--- src/sv/dtq_pkg.sv ---
// Shared types and constants for the deadline timer queue.
package dtq_pkg;

    localparam int TIME_W      = 48;
    localparam int DUR_W       = 32;
    localparam int HID_W       = 16;
    localparam int MAX_RESULTS = 16;
    localparam int EMIT_CW     = $clog2(MAX_RESULTS);

    localparam logic FUNC_SCHED      = 1'b0;
    localparam logic FUNC_TICK       = 1'b1;
    localparam logic STATUS_EXPIRED  = 1'b0;
    localparam logic STATUS_REJECTED = 1'b1;

    typedef struct packed {
        logic             func;
        logic [DUR_W-1:0] duration;
        logic [HID_W-1:0] handle_id;
    } t_req;

    typedef struct packed {
        logic [HID_W-1:0] expired_handle;
        logic             status;
        logic             last;
    } t_rsp;

    typedef enum logic [1:0] {
        ST_IDLE,
        ST_INSERT,
        ST_EMIT,
        ST_REJECT
    } t_state;

    // Commands from controller to datapath
    typedef struct packed {
        logic load_sched;
        logic load_tick;
        logic insert;
        logic emit;
        logic reject;
        logic last;
    } t_cmd;

    // Status from datapath to controller
    typedef struct packed {
        logic full;
        logic head_due;
        logic next_due;
        logic out_free;
    } t_stat;

endpackage

--- src/sv/deadline_timer_queue_core.sv ---
// Top level of the deadline timer queue: controller plus datapath.
// Usage:
//   Input channel (i_valid/o_stall, payload i_req) takes schedule and tick
//   requests; output channel (o_valid/i_stall, payload o_rsp) returns
//   expired handles and queue-full rejections.
//   A schedule request with a non-null handle first forms now + duration;
//   then the sorted shift-register queue inserts it if not full.
//   A null-handle schedule gives nothing.
//   A tick first advances time, then, while the output register is free,
//   pops one due entry per cycle into the output register, earliest
//   deadline first, at most 16 per tick, last set on the final one; a tick
//   with nothing due gives no result. A rejection gives one, last set.
//   Unless stalled, the single output register gives one result per cycle.
//   o_stall is high whenever a request is in progress; the next request is
//   taken once the current one is done or has placed its final result.
//   When the receiver stalls, the result holds in the output register and
//   the run waits until it is taken.
//   Synchronous reset empties the queue, clears time to zero and drops any
//   pending result.
module deadline_timer_queue_core
    import dtq_pkg::*;
#(
    parameter int QUEUE_DEPTH = 16
)(
    input  logic i_clk,
    input  logic i_rst_n,
    input  logic i_valid,
    output logic o_stall,
    input  t_req i_req,
    output logic o_valid,
    input  logic i_stall,
    output t_rsp o_rsp
);

    t_cmd  cmd;
    t_stat stat;

    dtq_ctrl u_ctrl (
        .i_clk   (i_clk),
        .i_rst_n (i_rst_n),
        .i_valid (i_valid),
        .i_req   (i_req),
        .o_stall (o_stall),
        .i_stat  (stat),
        .o_cmd   (cmd)
    );

    dtq_datapath #(
        .QUEUE_DEPTH (QUEUE_DEPTH)
    ) u_datapath (
        .i_clk   (i_clk),
        .i_rst_n (i_rst_n),
        .i_req   (i_req),
        .i_cmd   (cmd),
        .o_stat  (stat),
        .o_valid (o_valid),
        .o_rsp   (o_rsp),
        .i_stall (i_stall)
    );

endmodule

--- src/sv/dtq_ctrl.sv ---
// Controller state machine: sequences schedule, reject and expiry runs.
module dtq_ctrl
    import dtq_pkg::*;
(
    input  logic  i_clk,
    input  logic  i_rst_n,
    input  logic  i_valid,
    input  t_req  i_req,
    output logic  o_stall,
    input  t_stat i_stat,
    output t_cmd  o_cmd
);

    t_state             r_state;
    t_state             n_state;
    logic [EMIT_CW-1:0] r_emit_cnt;
    logic               accept;
    logic               is_tick;
    logic               hid_nz;
    logic               run_end;

    assign accept  = i_valid && (r_state == ST_IDLE);
    assign is_tick = (i_req.func == FUNC_TICK);
    assign hid_nz  = (i_req.handle_id != '0);
    assign o_stall = (r_state != ST_IDLE);

    // Final result of a run: nothing more due, or the per-tick limit reached
    assign run_end = !i_stat.next_due || (r_emit_cnt == EMIT_CW'(MAX_RESULTS - 1));

    // Next state
    always_comb begin
        n_state = r_state;
        unique case (r_state)
            ST_IDLE: begin
                if (accept) begin
                    if (is_tick) begin
                        n_state = ST_EMIT;
                    end else if (hid_nz) begin
                        n_state = i_stat.full ? ST_REJECT : ST_INSERT;
                    end
                end
            end
            ST_INSERT: begin
                n_state = ST_IDLE;
            end
            ST_REJECT: begin
                if (i_stat.out_free) begin
                    n_state = ST_IDLE;
                end
            end
            ST_EMIT: begin
                // Leave at once when nothing is due; otherwise after the final pop
                if (!i_stat.head_due || (i_stat.out_free && run_end)) begin
                    n_state = ST_IDLE;
                end
            end
            default: begin
                n_state = ST_IDLE;
            end
        endcase
    end

    // Commands
    always_comb begin
        o_cmd            = '0;
        o_cmd.load_sched = accept && !is_tick && hid_nz;
        o_cmd.load_tick  = accept && is_tick;
        o_cmd.insert     = (r_state == ST_INSERT);
        o_cmd.reject     = (r_state == ST_REJECT) && i_stat.out_free;
        o_cmd.emit       = (r_state == ST_EMIT) && i_stat.out_free && i_stat.head_due;
        o_cmd.last       = run_end;
    end

    // Hold state and count results of the current run
    always_ff @(posedge i_clk) begin
        if (!i_rst_n) begin
            r_state    <= ST_IDLE;
            r_emit_cnt <= '0;
        end else begin
            r_state <= n_state;
            if (o_cmd.load_tick) begin
                r_emit_cnt <= '0;
            end else if (o_cmd.emit) begin
                r_emit_cnt <= r_emit_cnt + EMIT_CW'(1);
            end
        end
    end

endmodule

--- src/sv/dtq_datapath.sv ---
// Datapath: time counter, sorted shift-register queue and output register.
module dtq_datapath
    import dtq_pkg::*;
#(
    parameter int QUEUE_DEPTH = 16
)(
    input  logic  i_clk,
    input  logic  i_rst_n,
    input  t_req  i_req,
    input  t_cmd  i_cmd,
    output t_stat o_stat,
    output logic  o_valid,
    output t_rsp  o_rsp,
    input  logic  i_stall
);

    localparam int CW = $clog2(QUEUE_DEPTH + 1);

    logic [TIME_W-1:0] r_now;
    logic [TIME_W-1:0] r_dl  [QUEUE_DEPTH];
    logic [HID_W-1:0]  r_hid [QUEUE_DEPTH];
    logic [CW-1:0]     r_count;
    logic [TIME_W-1:0] r_new_dl;
    logic [HID_W-1:0]  r_new_hid;
    logic              r_out_valid;
    t_rsp              r_out;
    logic [QUEUE_DEPTH-1:0] le;

    // Per-cell compare: entry is valid and due no later than the new deadline
    always_comb begin
        for (int i = 0; i < QUEUE_DEPTH; i++) begin
            le[i] = (CW'(i) < r_count) && (r_dl[i] <= r_new_dl);
        end
    end

    // Queue cells: insert shifts right behind the slot, pop shifts left
    for (genvar g = 0; g < QUEUE_DEPTH; g++) begin : g_cell
        logic take_new;
        if (g == 0) begin : g_first
            assign take_new = 1'b1;
        end else begin : g_rest
            assign take_new = le[g-1];
        end

        always_ff @(posedge i_clk) begin
            if (i_cmd.insert && !le[g]) begin
                if (take_new) begin
                    r_dl[g]  <= r_new_dl;
                    r_hid[g] <= r_new_hid;
                end else if (g > 0) begin
                    r_dl[g]  <= r_dl[(g > 0) ? g - 1 : 0];
                    r_hid[g] <= r_hid[(g > 0) ? g - 1 : 0];
                end
            end else if (i_cmd.emit && (g < QUEUE_DEPTH - 1)) begin
                r_dl[g]  <= r_dl[(g < QUEUE_DEPTH - 1) ? g + 1 : g];
                r_hid[g] <= r_hid[(g < QUEUE_DEPTH - 1) ? g + 1 : g];
            end
        end
    end

    // Time counter and fill count
    always_ff @(posedge i_clk) begin
        if (!i_rst_n) begin
            r_now   <= '0;
            r_count <= '0;
        end else begin
            if (i_cmd.load_tick) begin
                r_now <= r_now + TIME_W'(1);
            end
            if (i_cmd.insert) begin
                r_count <= r_count + CW'(1);
            end else if (i_cmd.emit) begin
                r_count <= r_count - CW'(1);
            end
        end
    end

    // Latch the new deadline and handle of a schedule request
    always_ff @(posedge i_clk) begin
        if (i_cmd.load_sched) begin
            r_new_dl  <= r_now + TIME_W'(i_req.duration);
            r_new_hid <= i_req.handle_id;
        end
    end

    // Output register: load a result, drop it once taken
    always_ff @(posedge i_clk) begin
        if (!i_rst_n) begin
            r_out_valid <= 1'b0;
        end else if (i_cmd.reject || i_cmd.emit) begin
            r_out_valid <= 1'b1;
        end else if (!i_stall) begin
            r_out_valid <= 1'b0;
        end
    end

    always_ff @(posedge i_clk) begin
        if (i_cmd.reject) begin
            r_out.expired_handle <= r_new_hid;
            r_out.status         <= STATUS_REJECTED;
            r_out.last           <= 1'b1;
        end else if (i_cmd.emit) begin
            r_out.expired_handle <= r_hid[0];
            r_out.status         <= STATUS_EXPIRED;
            r_out.last           <= i_cmd.last;
        end
    end

    assign o_valid = r_out_valid;
    assign o_rsp   = r_out;

    // Status to the controller
    assign o_stat.full     = (r_count == CW'(QUEUE_DEPTH));
    assign o_stat.head_due = (r_count != '0) && (r_dl[0] <= r_now);
    assign o_stat.next_due = (r_count > CW'(1)) && (r_dl[1] <= r_now);
    assign o_stat.out_free = !r_out_valid || !i_stall;

    // Queue never overfills, pops only when non-empty
    assert property (@(posedge i_clk) disable iff (!i_rst_n)
        r_count <= CW'(QUEUE_DEPTH))
        else $error("queue count exceeds depth");

    assert property (@(posedge i_clk) disable iff (!i_rst_n)
        i_cmd.insert |-> (r_count != CW'(QUEUE_DEPTH)))
        else $error("insert into full queue");

    assert property (@(posedge i_clk) disable iff (!i_rst_n)
        i_cmd.emit |=> (r_count == $past(r_count) - CW'(1)))
        else $error("pop did not shrink queue");

    assert property (@(posedge i_clk) disable iff (!i_rst_n)
        (i_cmd.emit || i_cmd.reject) |-> o_stat.out_free)
        else $error("result loaded over a waiting result");

endmodule
--- config.mk ---
export PLATFORM = sky130hd
export DESIGN_NAME = deadline_timer_queue_core
export DESIGN_NICKNAME = d
export VERILOG_FILES = /design/src/sv/dtq_pkg.sv /design/src/sv/deadline_timer_queue_core.sv /design/src/sv/dtq_ctrl.sv /design/src/sv/dtq_datapath.sv
export SDC_FILE = /design/constraint.sdc
export NUM_CORES = 2
export LEC_CHECK = 0
export ABC_AREA = 1
export BUFFER_PORTS_ARGS = -buffer_cell sky130_fd_sc_hd__buf_2
export CAP_MARGIN = 20
export CELL_PAD_IN_SITES_DETAIL_PLACEMENT = 1
export CELL_PAD_IN_SITES_GLOBAL_PLACEMENT = 1
export CORE_MARGIN = 2
export CORE_UTILIZATION = 50
export DETAILED_ROUTE_END_ITERATION = 8
export PLACE_DENSITY_LB_ADDON = 0.1
export SLEW_MARGIN = 20
export SYNTH_ARGS = -nofsm -noshare
export SYNTH_HDL_FRONTEND = slang
export SYNTH_SLANG_ARGS = --single-unit
--- constraint.sdc ---
create_clock -name i_clk -period 5.3 [get_ports i_clk]
set_input_delay 0.53 -clock i_clk [delete_from_list [all_inputs] [get_ports i_clk]]
set_output_delay 0.53 -clock i_clk [all_outputs]
set_load 0.03 [all_outputs]
==> flow_summary.yaml <==
power_and_ir_drop:
  sequentialPowerShare_pct: 43.3
  combPwrFrac_pct: 17.2
  netSwitchingPower_mw: 8.20
  p_int_mw: 17.6
  clock_power_share_pct: 39.5
  worst_ir_drop_vdd_uv: 350
  swShare_pct: 31.8
  powerDensity_mw_per_mm2: 287
  leakage_nw: 37.6
finish:
  multi_input_area_mm2: 0.0425
  fin_cells: 11900
  area_growth_pct: 10.8
  layout.nets: 10600
  fillers: 19000
  seq_area_mm2: 0.0344
  drive_gt1_share_pct: 7.01
setup_path:
  path_buf_inv: 4
  worstSetupPathType: "register to register"
  worstSetupStartpointType: "register"
  cp-end-kind: "register"
  cp_slowest_cell: "nor2_2"
  crit_path_max_incr_delay_ns: 0.54
  required_ns: 5.91
  cp_max_fo: 29
  crit_chain: "inv_1, ha_1, nand2_1, nor3_1, nand3_1, nor2_2, nand3_1, nand2_1, nand3_4, buf_12, buf_12, nand2_1, clkinv_1, nand2_1, nand3_1"
  r2r_cells: 15
  r2r_start: "u_datapath.r_now[29]"
  ff2ff_setup_slack_ns: 0.09
  worstReg2RegEnd: "u_datapath.r_hid[1][48]"
  cp.arrival_ns: 5.82
  critPathMostFrequentCell: "nand2_1"
  path_delay_family: "simple AND/OR/NAND/NOR gates"
logic_synthesis:
  ys_seq_area_share_pct: 42.4
  ys_seq_elements: 1166
  avgSynthCellArea_um2: 8.32
  yosysTopAreaCellShare_pct: 40.9
  synthFlopType: "edfxtp_1"
  netlist_top_cells_area: "edfxtp_1 (41%), nand2_1 (14%), ha_1 (14%), nand3_1 (8.5%), nand4_1 (7.2%)"
  synth_warnings: 0
  synth.distinct_cells: 47
  syn_nets: 10700
  synth_edf_count: 1104
  synth_top_cell_by_area: "edfxtp_1"
  async_flop_share_pct: 0
  synthCells: 9750
  synthesis.area_mm2: 0.0811
outcome:
  outcome: "complete, no violations"
detailed_routing:
  drc: 0
  vias_per_cell: 6.89
  wl_per_cell_um: 31.7
  via_count: 82100
  wl_um: 378000
  first_pass_iters: 6
  first_iter_violations: 11000
  drtAntennaViolNets: 0
floorplan:
  ios: 73
  die_area_mm2: 0.165
  core_mm2: 0.161
  die_w_um: 407
  chipHeight_um: 407
  num_rows: 147
  start_util_pct: 50.4
worst_hold_path:
  hold_depth: 3
  hp-class: "input port to register"
  worstHoldStart: "i_valid"
  min_to: "u_ctrl.r_state[1]"
timing:
  setup_viol: 0
  slew_headroom_pct: 16.0
  tns_ns: 0
  hold_viol_final: 0
  tightest_slew_ns: 1.25
  skew_ns: 0.0616
  fmax_ghz: 0.192
  slew_violations: 0
  min_period_over_period_pct: 98.3
  rsz0062_at_grt: "no"
  layout_min_cycle_time_ns: 5.21
global_route:
  grt_use_total_pct: 44.9
  grt_max_degree: 138
  grt.overflow.total: 0
  grt_pass1_vias: 82200
  antenna_found_initial: 12
  grt_pass1_wl_um: 547000
run:
  max-cap-violations: 0
place:
  place_hpwl_um: 261000
  place_inst: 11600
  place.gp.congestion: 1.03
  portBuffers: 72
clock_network:
  root_buffer: "clkbuf_16"
  clk_pin_slew_ns: 0.06
  cts.sinks: 1166
  cts_tree: "yes"
  cts_setup_buffers: 0
  cts.path.max_buffers: 3
  clkLatencyLatePin_ns: 0.87
  htreeDepth: 4
  cts_made_buffers: 147
-- worst min-delay path, stage by stage --
cell and delay [ns]:
buf_2 0.13, o21ai_0 0.09, nor2_1 0.10
-- registers in the layout (all words and copies together) (netlist names) --
name,cells
u_datapath.r_dl,768
u_datapath.r_hid,256
u_datapath.o_valid,1
u_datapath.r_now,48
u_ctrl.r_state,2
u_datapath.r_new_dl,48
u_datapath.r_new_hid,16
u_datapath.o_rsp,18
u_ctrl.r_emit_cnt,4
u_datapath.r_count,5
-- repair_timing --
| item | 4_1_cts | 5_1_grt |
|---|---|---|
| gates resized for setup | 0 | 3 |
| hold endpoints to repair | 16 | 0 |
| endpoints found under the setup margin | 0 | 146 |
| hold buffers | 16 | 0 |
-- Yosys cell counts, drive strengths merged, types with 9 or more instances --
| cell type | count |
|---|---|
| o21a | 40 |
| xnor2 | 12 |
| nor2 | 329 |
| o21ai | 199 |
| buf | 330 |
| xor2 | 52 |
| ha | 901 |
| nor3 | 66 |
| o21bai | 16 |
| dfxtp | 62 |
| nand2 | 3009 |
| clkinv | 17 |
| nand3 | 1382 |
| inv | 419 |
| a21oi | 499 |
| nand4 | 935 |
| a31oi | 14 |
| nor4 | 22 |
| nor3b | 9 |
| edfxtp | 1104 |
| clkbuf | 297 |
-- metrics by stage --
step           hold slack, ns  cell area (µm²)  util [%]  worst slack, ns  power, mW
2_1_floorplan           0.445            81100         -            0.997       13.6
3_3_place_gp            0.429            85000      52.9            0.274       15.3
3_5_place_dp            0.450            85000      52.9            0.119       15.5
4_1_cts                0.0300            89800      55.9            0.143       25.6
5_1_grt                0.0824            89900      55.9            0.122       26.4
6_report               0.0495            89900      55.9           0.0914       25.8
-- layout by cell type, fill, tap and decap left out, types with 17 or more instances in the layout --
cell / n
o21ai_0: 194
nand2_4: 28
inv_1: 364
buf_2: 72
inv_2: 53
buf_12: 95
nand4_1: 935
clkbuf_1: 39
clkinv_1: 45
nor3_1: 62
dfxtp_1: 62
clkbuf_16: 147
ha_1: 901
a21oi_1: 498
clkinv_2: 17
xor2_1: 52
edfxtp_1: 1104
nand3_1: 1365
o21a_1: 40
nor2_1: 315
nor4_1: 18
nand2_1: 2978
buf_4: 194
-- power groups by stage --
stage	logic, mW	clock network, mW	registers (mW)
after floorplan	2.50	0	11.1
after global placement	4.02	0	11.3
after detailed placement	4.23	0	11.3
after CTS	4.28	10.2	11.1
after global routing	4.72	10.5	11.2
final	4.43	10.2	11.1
-- cell families (layout without fill, tap and decap cells) --
group,after synthesis,after routing,synth area share [%]
fa+ha+maj,902,902,13.9
buf+inv,1063,1076,5.68
simple gates,5763,5763,32.1
other cells,0,1,0
compound gates,792,792,5.17
flops,1166,1166,42.4
xor+xnor,64,64,0.691
-- how the worst max path moves through the flow --
stage | slack, ns | from | to | cells past startpoint
floorplan | 1.0 | u_datapath.r_new_dl[47] | u_datapath.r_dl[1][192] | 16
global placement | 0.27 | u_datapath.r_new_dl[26] | u_datapath.r_hid[0][90] | 15
detailed placement | 0.12 | u_datapath.r_new_dl[26] | u_datapath.r_hid[0][82] | 15
CTS | 0.14 | u_datapath.r_new_dl[26] | u_datapath.r_dl[0][243] | 15
global route | 0.12 | u_datapath.r_new_dl[45] | u_datapath.r_dl[1][9] | 18
finish | 0.09 | u_datapath.r_now[29] | u_datapath.r_hid[1][48] | 15
-- layout make-up --
type                       instances  share of cell area (%)
timing repair buffer             378                    4.35
tap                             2160                    3.01
clock inverter                    71                   0.872
antenna                            1                 0.00278
clock buffer                     191                    4.33
sequential                      1166                    38.3
multi-input combinational       7521                    47.3
inverter                         436                    1.83
-- metal layers --
metal	GRT usage [%]	vias up	wire length [µm]
met4	28.8	6	27400
met1	59.4	40900	145000
met5	0	-	33
met3	11.3	1177	45800
met2	65.2	5479	159000
li1	-	34500	-
(Power assumes the default switching activity.)
